### config.mk
export PLATFORM = sky130hd
export DESIGN_NAME = escaped_frame_decoder_crc16
export DESIGN_NICKNAME = d
export VERILOG_FILES = /design/src/rtl/efd_pkg.sv /design/src/rtl/efd_front.sv /design/src/rtl/efd_queue.sv /design/src/rtl/efd_back.sv /design/src/rtl/escaped_frame_decoder_crc16.sv
export SDC_FILE = /design/constraint.sdc
export NUM_CORES = 1
export LEC_CHECK = 0
export BUFFER_PORTS_ARGS = -buffer_cell sky130_fd_sc_hd__buf_4
export CAP_MARGIN = 20
export CORE_MARGIN = 4
export CORE_UTILIZATION = 55
export CTS_CLUSTER_DIAMETER = 200
export CTS_CLUSTER_SIZE = 20
export DETAILED_ROUTE_END_ITERATION = 10
export PLACE_DENSITY_LB_ADDON = 0.1
export SYNTH_ARGS = -nofsm -noshare
export SYNTH_HDL_FRONTEND = slang
export SYNTH_HIERARCHICAL = 1
export SYNTH_SLANG_ARGS = --single-unit
### constraint.sdc
create_clock -name clk -period 7.9 [get_ports clk]
set_input_delay 2.37 -clock clk [delete_from_list [all_inputs] [get_ports clk]]
set_output_delay 2.37 -clock clk [all_outputs]
set_load 0.02 [all_outputs]
### src/rtl/efd_pkg.sv
// ----------------------------------------------------------------------------
// Escaped frame decoder package
// Shared widths, codes, the queue entry type and the CRC-16 byte update.
// ----------------------------------------------------------------------------
package efd_pkg;

    localparam int LENGTH_BITS_DEFAULT = 16;
    localparam int BYTE_W              = 8;
    localparam int LEN_W               = 16;
    localparam int CFG_INDEX_W         = 2;
    localparam int CFG_DATA_W          = 16;
    localparam int QUEUE_DEPTH         = 4;
    localparam int QUEUE_PTR_W         = 2;

    localparam logic [BYTE_W-1:0] ESC_BYTE    = 8'h7D;
    localparam logic [BYTE_W-1:0] ESC_FLIP    = 8'h20;
    localparam logic [BYTE_W-1:0] DELIM_RESET = 8'h7E;
    localparam logic [15:0]       MAX_RESET   = 16'd4096;
    localparam logic [15:0]       CRC_POLY    = 16'h8408;
    localparam logic [15:0]       CRC_INIT    = 16'hFFFF;

    typedef enum logic [2:0] {
        STATUS_OK         = 3'd0,
        STATUS_TOO_SHORT  = 3'd1,
        STATUS_OVERFLOW   = 3'd2,
        STATUS_ESC_AT_END = 3'd3,
        STATUS_CRC_BAD    = 3'd4
    } status_t;

    typedef enum logic [CFG_INDEX_W-1:0] {
        CFG_DELIMITER = 2'd0,
        CFG_MAX_BYTES = 2'd1
    } cfg_index_t;

    typedef struct packed {
        logic              is_end;
        logic [BYTE_W-1:0] data;
        status_t           pre_status;
        logic [LEN_W-1:0]  payload_len;
    } op_t;

    function automatic logic [15:0] crc16_byte(input logic [15:0] crc_in,
                                               input logic [BYTE_W-1:0] b);
        logic [15:0] crc;
        crc = crc_in ^ {8'h00, b};
        for (int k = 0; k < 8; k++)
        begin
            if (crc[0])
            begin
                crc = (crc >> 1) ^ CRC_POLY;
            end
            else
            begin
                crc = crc >> 1;
            end
        end
        return crc;
    endfunction

endpackage

### src/rtl/efd_front.sv
// ----------------------------------------------------------------------------
// Escaped frame decoder front end
// Takes raw bytes, removes escapes, counts and checks the frame, and queues
// data bytes and end-of-frame events for the back end.
// ----------------------------------------------------------------------------
module efd_front #(
    parameter int LENGTH_BITS = efd_pkg::LENGTH_BITS_DEFAULT
) (
    input  logic                               clk,
    input  logic                               rst_n,
    input  logic                               in_valid,
    output logic                               in_stall,
    input  logic [efd_pkg::BYTE_W-1:0]         rx_byte,
    input  logic                               cfg_valid,
    output logic                               cfg_ready,
    input  logic [efd_pkg::CFG_INDEX_W-1:0]    cfg_index,
    input  logic [efd_pkg::CFG_DATA_W-1:0]     cfg_data,
    input  logic                               queue_full,
    output logic                               op_push,
    output efd_pkg::op_t                       op
);

    localparam int CMP_W = (LENGTH_BITS > efd_pkg::LEN_W) ? LENGTH_BITS : efd_pkg::LEN_W;
    localparam logic [LENGTH_BITS-1:0] CEILING = {LENGTH_BITS{1'b1}};

    logic [efd_pkg::BYTE_W-1:0] delim_reg;
    logic [15:0]                max_reg;
    logic                       esc_reg;
    logic                       esc_next;
    logic [1:0]                 raw_reg;
    logic [1:0]                 raw_next;
    logic [LENGTH_BITS-1:0]     cnt_reg;
    logic [LENGTH_BITS-1:0]     cnt_next;
    logic                       ovf_reg;
    logic                       ovf_next;

    logic                       accept;
    logic                       is_delim;
    logic                       have;
    logic                       take;
    logic [efd_pkg::BYTE_W-1:0] data;
    logic [LENGTH_BITS-1:0]     cnt_inc;
    logic                       ovf_hit;
    logic [LENGTH_BITS-1:0]     held;
    logic [CMP_W-1:0]           len_wide;
    efd_pkg::status_t           pre_status;

    assign cfg_ready = 1'b1;
    assign in_stall  = queue_full;
    assign accept    = in_valid && !queue_full;

    assign is_delim = (rx_byte == delim_reg);
    assign have     = !is_delim && (esc_reg || (rx_byte != efd_pkg::ESC_BYTE));
    assign take     = have && !ovf_reg;
    assign data     = esc_reg ? (rx_byte ^ efd_pkg::ESC_FLIP) : rx_byte;
    assign cnt_inc  = (take && (cnt_reg != CEILING)) ? cnt_reg + 1'b1 : cnt_reg;
    assign ovf_hit  = ovf_reg || (CMP_W'(cnt_inc) >= CMP_W'(max_reg)) || (cnt_inc == CEILING);

    // The hold window holds the last two counted bytes, so its fill follows the count.
    assign held     = (cnt_reg >= LENGTH_BITS'(2)) ? LENGTH_BITS'(2) : cnt_reg;
    assign len_wide = CMP_W'(cnt_reg - held);

    always_comb
    begin
        if (raw_reg < 2'd3)
        begin
            pre_status = efd_pkg::STATUS_TOO_SHORT;
        end
        else if (ovf_reg)
        begin
            pre_status = efd_pkg::STATUS_OVERFLOW;
        end
        else if (esc_reg)
        begin
            pre_status = efd_pkg::STATUS_ESC_AT_END;
        end
        else
        begin
            pre_status = efd_pkg::STATUS_OK;
        end
    end

    assign op_push        = accept && (is_delim || take);
    assign op.is_end      = is_delim;
    assign op.data        = data;
    assign op.pre_status  = pre_status;
    assign op.payload_len = len_wide[efd_pkg::LEN_W-1:0];

    always_comb
    begin
        esc_next = esc_reg;
        raw_next = raw_reg;
        cnt_next = cnt_reg;
        ovf_next = ovf_reg;
        if (accept)
        begin
            if (is_delim)
            begin
                esc_next = 1'b0;
                raw_next = 2'd0;
                cnt_next = '0;
                ovf_next = 1'b0;
            end
            else
            begin
                esc_next = !esc_reg && (rx_byte == efd_pkg::ESC_BYTE);
                raw_next = (raw_reg < 2'd3) ? raw_reg + 2'd1 : raw_reg;
                cnt_next = cnt_inc;
                ovf_next = ovf_hit;
            end
        end
    end

    always_ff @(posedge clk or negedge rst_n)
    begin
        if (!rst_n)
        begin
            delim_reg <= efd_pkg::DELIM_RESET;
            max_reg   <= efd_pkg::MAX_RESET;
            esc_reg   <= 1'b0;
            raw_reg   <= 2'd0;
            cnt_reg   <= '0;
            ovf_reg   <= 1'b0;
        end
        else
        begin
            esc_reg <= esc_next;
            raw_reg <= raw_next;
            cnt_reg <= cnt_next;
            ovf_reg <= ovf_next;
            if (cfg_valid && cfg_ready)
            begin
                case (cfg_index)
                    efd_pkg::CFG_DELIMITER: delim_reg <= cfg_data[efd_pkg::BYTE_W-1:0];
                    efd_pkg::CFG_MAX_BYTES: max_reg   <= cfg_data[15:0];
                    default:                ;
                endcase
            end
        end
    end

endmodule

### src/rtl/efd_queue.sv
// ----------------------------------------------------------------------------
// Escaped frame decoder operation queue
// A short first-in first-out queue between the front and back ends.
// ----------------------------------------------------------------------------
module efd_queue (
    input  logic         clk,
    input  logic         rst_n,
    input  logic         push,
    input  efd_pkg::op_t push_op,
    input  logic         pop,
    output logic         full,
    output logic         not_empty,
    output efd_pkg::op_t head_op
);

    efd_pkg::op_t                   entry_reg [efd_pkg::QUEUE_DEPTH];
    logic [efd_pkg::QUEUE_PTR_W-1:0] wr_ptr_reg;
    logic [efd_pkg::QUEUE_PTR_W-1:0] rd_ptr_reg;
    logic [efd_pkg::QUEUE_PTR_W:0]   fill_reg;
    logic [efd_pkg::QUEUE_PTR_W:0]   fill_next;
    logic                            do_push;
    logic                            do_pop;

    assign full      = (fill_reg == (efd_pkg::QUEUE_PTR_W + 1)'(efd_pkg::QUEUE_DEPTH));
    assign not_empty = (fill_reg != '0);
    assign head_op   = entry_reg[rd_ptr_reg];
    assign do_push   = push && !full;
    assign do_pop    = pop && not_empty;

    always_comb
    begin
        fill_next = fill_reg;
        if (do_push && !do_pop)
        begin
            fill_next = fill_reg + 1'b1;
        end
        else if (do_pop && !do_push)
        begin
            fill_next = fill_reg - 1'b1;
        end
    end

    always_ff @(posedge clk or negedge rst_n)
    begin
        if (!rst_n)
        begin
            wr_ptr_reg <= '0;
            rd_ptr_reg <= '0;
            fill_reg   <= '0;
        end
        else
        begin
            fill_reg <= fill_next;
            if (do_push)
            begin
                wr_ptr_reg <= wr_ptr_reg + 1'b1;
            end
            if (do_pop)
            begin
                rd_ptr_reg <= rd_ptr_reg + 1'b1;
            end
        end
    end

    always_ff @(posedge clk)
    begin
        if (do_push)
        begin
            entry_reg[wr_ptr_reg] <= push_op;
        end
    end

endmodule

### src/rtl/efd_back.sv
// ----------------------------------------------------------------------------
// Escaped frame decoder back end
// Runs the two-byte hold window and the CRC-16, and drives the result
// register towards the consumer.
// ----------------------------------------------------------------------------
module efd_back (
    input  logic                          clk,
    input  logic                          rst_n,
    input  logic                          op_valid,
    input  efd_pkg::op_t                  op,
    output logic                          op_pop,
    output logic                          out_valid,
    input  logic                          out_stall,
    output logic                          kind,
    output logic [efd_pkg::BYTE_W-1:0]    data_byte,
    output logic [2:0]                    status,
    output logic [efd_pkg::LEN_W-1:0]     payload_len
);

    logic                       out_valid_reg;
    logic                       out_valid_next;
    logic [1:0]                 fill_reg;
    logic [1:0]                 fill_next;
    logic [15:0]                crc_reg;
    logic [15:0]                crc_next;
    logic [efd_pkg::BYTE_W-1:0] win0_reg;
    logic [efd_pkg::BYTE_W-1:0] win0_next;
    logic [efd_pkg::BYTE_W-1:0] win1_reg;
    logic [efd_pkg::BYTE_W-1:0] win1_next;
    logic                       kind_reg;
    logic                       kind_next;
    logic [efd_pkg::BYTE_W-1:0] data_reg;
    logic [efd_pkg::BYTE_W-1:0] data_next;
    efd_pkg::status_t           status_reg;
    efd_pkg::status_t           status_next;
    logic [efd_pkg::LEN_W-1:0]  len_reg;
    logic [efd_pkg::LEN_W-1:0]  len_next;
    logic                       advance;
    logic                       crc_match;

    assign advance   = !out_valid_reg || !out_stall;
    assign op_pop    = op_valid && advance;
    assign crc_match = ((~crc_reg) == {win1_reg, win0_reg});

    assign out_valid   = out_valid_reg;
    assign kind        = kind_reg;
    assign data_byte   = data_reg;
    assign status      = status_reg;
    assign payload_len = len_reg;

    always_comb
    begin
        out_valid_next = advance ? 1'b0 : out_valid_reg;
        fill_next      = fill_reg;
        crc_next       = crc_reg;
        win0_next      = win0_reg;
        win1_next      = win1_reg;
        kind_next      = kind_reg;
        data_next      = data_reg;
        status_next    = status_reg;
        len_next       = len_reg;
        if (op_pop)
        begin
            if (op.is_end)
            begin
                out_valid_next = 1'b1;
                kind_next      = 1'b1;
                data_next      = '0;
                len_next       = op.payload_len;
                if (op.pre_status != efd_pkg::STATUS_OK)
                begin
                    status_next = op.pre_status;
                end
                else if ((fill_reg < 2'd2) || !crc_match)
                begin
                    status_next = efd_pkg::STATUS_CRC_BAD;
                end
                else
                begin
                    status_next = efd_pkg::STATUS_OK;
                end
                fill_next = 2'd0;
                crc_next  = efd_pkg::CRC_INIT;
            end
            else if (fill_reg == 2'd2)
            begin
                out_valid_next = 1'b1;
                kind_next      = 1'b0;
                data_next      = win0_reg;
                status_next    = efd_pkg::STATUS_OK;
                len_next       = '0;
                crc_next       = efd_pkg::crc16_byte(crc_reg, win0_reg);
                win0_next      = win1_reg;
                win1_next      = op.data;
            end
            else
            begin
                if (fill_reg == 2'd0)
                begin
                    win0_next = op.data;
                end
                else
                begin
                    win1_next = op.data;
                end
                fill_next = fill_reg + 2'd1;
            end
        end
    end

    always_ff @(posedge clk or negedge rst_n)
    begin
        if (!rst_n)
        begin
            out_valid_reg <= 1'b0;
            fill_reg      <= 2'd0;
            crc_reg       <= efd_pkg::CRC_INIT;
        end
        else
        begin
            out_valid_reg <= out_valid_next;
            fill_reg      <= fill_next;
            crc_reg       <= crc_next;
        end
    end

    always_ff @(posedge clk)
    begin
        win0_reg   <= win0_next;
        win1_reg   <= win1_next;
        kind_reg   <= kind_next;
        data_reg   <= data_next;
        status_reg <= status_next;
        len_reg    <= len_next;
    end

endmodule

### src/rtl/escaped_frame_decoder_crc16.sv
// ----------------------------------------------------------------------------
// Escaped frame decoder with CRC-16 check
// Removes byte escapes from a delimited stream, emits payload bytes and one
// end-of-frame transfer with a status and the payload length.
// ----------------------------------------------------------------------------
// The block takes one received byte in every cycle unless in_stall is high
// and gives at most one result per byte; a taken byte passes through the
// four-entry queue between the escape and length front end and the window
// and CRC back end into the output register. The CRC-16 update of a byte
// is combinational in the back end. When the consumer stalls, the queue
// fills and the input stalls once it holds four pending operations; escape
// bytes and bytes dropped after an overflow never enter the queue.
module escaped_frame_decoder_crc16 #(
    parameter int LENGTH_BITS = efd_pkg::LENGTH_BITS_DEFAULT
) (
    input  logic                            clk,
    input  logic                            rst_n,
    input  logic                            in_valid,
    output logic                            in_stall,
    input  logic [efd_pkg::BYTE_W-1:0]      rx_byte,
    output logic                            out_valid,
    input  logic                            out_stall,
    output logic                            kind,
    output logic [efd_pkg::BYTE_W-1:0]      data_byte,
    output logic [2:0]                      status,
    output logic [efd_pkg::LEN_W-1:0]       payload_len,
    input  logic                            cfg_valid,
    output logic                            cfg_ready,
    input  logic [efd_pkg::CFG_INDEX_W-1:0] cfg_index,
    input  logic [efd_pkg::CFG_DATA_W-1:0]  cfg_data
);

    efd_pkg::op_t push_op;
    efd_pkg::op_t head_op;
    logic         op_push;
    logic         op_pop;
    logic         queue_full;
    logic         queue_not_empty;

    efd_front #(
        .LENGTH_BITS (LENGTH_BITS)
    ) u_front (
        .clk        (clk),
        .rst_n      (rst_n),
        .in_valid   (in_valid),
        .in_stall   (in_stall),
        .rx_byte    (rx_byte),
        .cfg_valid  (cfg_valid),
        .cfg_ready  (cfg_ready),
        .cfg_index  (cfg_index),
        .cfg_data   (cfg_data),
        .queue_full (queue_full),
        .op_push    (op_push),
        .op         (push_op)
    );

    efd_queue u_queue (
        .clk       (clk),
        .rst_n     (rst_n),
        .push      (op_push),
        .push_op   (push_op),
        .pop       (op_pop),
        .full      (queue_full),
        .not_empty (queue_not_empty),
        .head_op   (head_op)
    );

    efd_back u_back (
        .clk         (clk),
        .rst_n       (rst_n),
        .op_valid    (queue_not_empty),
        .op          (head_op),
        .op_pop      (op_pop),
        .out_valid   (out_valid),
        .out_stall   (out_stall),
        .kind        (kind),
        .data_byte   (data_byte),
        .status      (status),
        .payload_len (payload_len)
    );

endmodule

==> impl_metrics.csv <==
group,metric,value,unit
outcome,status,"finished clean",
pwr,p_per_area,405,nW/µm²
clock_network,clock_sinks,226,
die,die-area,21500,µm²
clock_network,root_buffer,"clkbuf_16",
timing,rsz0062_at_grt,"false",
setup_path,critPathMaxFanout,12,
setup_path,crit_family,"compound AO/OA/AOI/OAI gates",
global_route,grt_max_degree,71,
timing,setup_viol,0,
setup_path,path_buf_inv,1,
setup_path,crit_arrival,5340,ps
pwr,p_int,2.98,mW
global_route,grt_antenna_before_repair,0,
setup_path,cpMostUsedCell,"xnor2_1",
setup_path,start_kind,"primary input",
die,dieHeight,147,µm
final_layout,area_delta_synth_final,9.37,%
setup_path,path_class,"in -> reg",
clock_network,holdBufCountCts,0,
synthesis,ys_seq_elements,226,
final_layout,drive_above_1_share,26.4,%
clock_network,cts_buffer_depth,3,
routing,avgRoutedWirePerCell,20.9,µm
clock_network,cts_max_level,1,
synthesis,ys_async_sr_fraction,31.0,%
setup_path,worstPathRequired,8220,ps
pwr,comb_power_share,40.0,%
pwr,peakVddDrop,204,µV
timing,hold_violations,0,
synthesis,synth.most_common_cell,"edfxtp_1",
synthesis,yosysUniqueCellTypes,78,
global_route,grt_pass1_wl,35100,µm
die,die_w,147,µm
final_layout,largest_reg_flops,112,
clock_network,cts_buffers,15,
global_route,track_usage,20.5,%
routing,drc_errors,0,
pwr,p_clk_share,16.0,%
setup_path,reg2reg_slack,4400,ps
clock_network,clk_latency,480,ps
routing,first_pass_iters,5,
placed_design,hpwl,14800,µm
min_path,hold_path.class,"reg -> reg",
synthesis,ys_top_cells_by_area,"edfxtp_1, dfrtp_1, mux4_2, dfstp_2, mux2_2",
die,floorplan.initialDensity,56.1,%
synthesis,ys.flop_type,"edfxtp_1",
final_layout,finalNetCount,821,
timing,fin_crit_sh,63.5,%
die,coreArea,18800,µm²
setup_path,end_kind,"flip-flop",
setup_path,crit_slowest_cell,"o21ai_2",
routing,drtAntennaViolNets,0,
routing,drtIter0Drc,530,
clock_network,cts_setup_buffers,0,
pwr,sw_frac_of_total,36.2,%
synthesis,synth_common_cells,"edfxtp_1, dfrtp_1, xnor2_1, nor2_1, mux2_2",
synthesis,synth_area,10600,µm²
synthesis,yosysTopAreaCell,"edfxtp_1",
clock_network,tritoncts,"done",
final_layout,postLayoutCellArea,11600,µm²
setup_path,slowest_delay,520,ps
timing,fin_skew,26.4,ps
setup_path,crit_chain,"buf_4, xnor2_1, nand4_1, o21ai_2, nor2_2, nand3_1, xnor2_1, ha_1, a21o_1, a211o_1, a211oi_1, o21ai_0, a21oi_1, o22ai_2",
pwr,power_frac_seq,44.0,%
final_layout,nFillCells,1425,
final_layout,n_antenna_cell,0,
timing,holdWs,506,ps
clock_network,cts_resized,0,
routing,vias_per_cell,5.83,
placed_design,placedInstanceArea,11100,µm²
global_route,grt_pass1_vias,6521,
global_route,gr-total-overflow,0,
timing,tightestPinTransition,968,ps
die,io_pins,62,
synthesis,syn_area_per_cell,14.7,µm²
synthesis,synth_top_area_share,44.3,%
placed_design,place.gp.congestion,0.912,
final_layout,regArea,6470,µm²
timing,drv_slew,0,
timing,worst_slack,2890,ps
routing,dr_total_vias,5999,
routing,wl,21500,µm
placed_design,port_buffers,60,
die,rows,50,
clock_network,clk_pin_slew,70,ps
flow_run,cap_violations,0,
timing,tns,0,ps
timing,clock.fmax,199,MHz
synthesis,synth_edf_count,156,
pwr,p_total,4.67,mW
timing,period_needed,5010,ps
synthesis,yosysSeqAreaShare,61.2,%
placed_design,place_ws,2500,ps
timing,maxSlewHeadroom,35.2,%
final_layout,multi_input_area,3710,µm²
pwr,power.switching,1.69,mW
synthesis,yosys_warnings,6,
pwr,p_leak,4.30,nW
synthesis,synthCells,717,
## metal layers
layer  global-route usage, %  share of wire (%)  vias to the layer above
li1                        -                  -                     2739
met4                    6.11                3.0                        0
met3                    2.70                4.5                       47
met5                       0                  0                        -
met2                    36.7                 51                      170
met1                    26.1                 41                     3043
## metrics by stage
stage,std cells,utilization (%)
after floorplan,718,-
after global placement,1001,58.9
after detailed placement,1002,58.9
after CTS,1027,61.2
after global routing,1029,61.4
final,1029,61.4
## area by class of cell
cell class                      instances  share of cell area (%)
Clock buffer                           24                    3.54
Clock inverter                          1                   0.141
Inverter                               30                   0.974
Multi-Input combinational cell        421                    32.1
Sequential cell                       226                    56.0
Tap cell                              260                    2.82
Timing Repair Buffer                   67                    4.48
## layout by cell type, fill, tap and decap left out, types with 8 or more instances in the layout
cell type,n
edfxtp_1,156
buf_4,64
dfrtp_1,46
xnor2_1,42
nor2_1,35
mux2_2,33
inv_1,30
ha_1,28
mux4_2,28
xor2_1,26
dfstp_2,23
o21ai_0,21
nand2_1,20
and2_1,19
a21oi_1,17
clkbuf_16,15
clkbuf_1,9
nor3_1,9
nor2b_1,9
nand3_1,9
nand4_1,8
a21o_1,8
a22o_1,8
## power groups by stage
stage                     Combinational, mW  Clock [mW]  Sequential, mW
after global routing                   2.04       0.816            2.10
after floorplan                        1.32           0            2.09
final                                  1.87       0.746            2.06
after detailed placement               1.86           0            2.09
after CTS                              1.87       0.770            2.06
after global placement                 1.80           0            2.07
## cell families (layout without fill, tap and decap cells)
logic type	after synthesis	after routing	share of synthesized area [%]
buffers and inverters	71	122	3.80
AOI/OAI and AO/OA	100	100	6.75
xor gates and xnor gates	70	70	5.94
and+or+nand+nor	157	157	9.12
muxes	62	62	9.63
other	2	3	0.0711
adders and majority gates	29	29	3.51
DFF	226	226	61.2
## worst paths after layout
check,cells after the start,from,endpoint
min in group asynchronous,1,rst_n,u_queue/rd_ptr_reg[0]
worst min-delay path,1,u_front/max_reg[11],u_front/max_reg[11]
worst max-delay path,14,rx_byte[0],u_front/ovf_reg
worst min register to register,1,u_front/max_reg[11],u_front/max_reg[11]
max in group asynchronous,1,rst_n,u_front/cnt_reg[10]
worst max register to register,13,u_front/delim_reg[2],u_front/ovf_reg
Power figures use the tool's default switching activity.
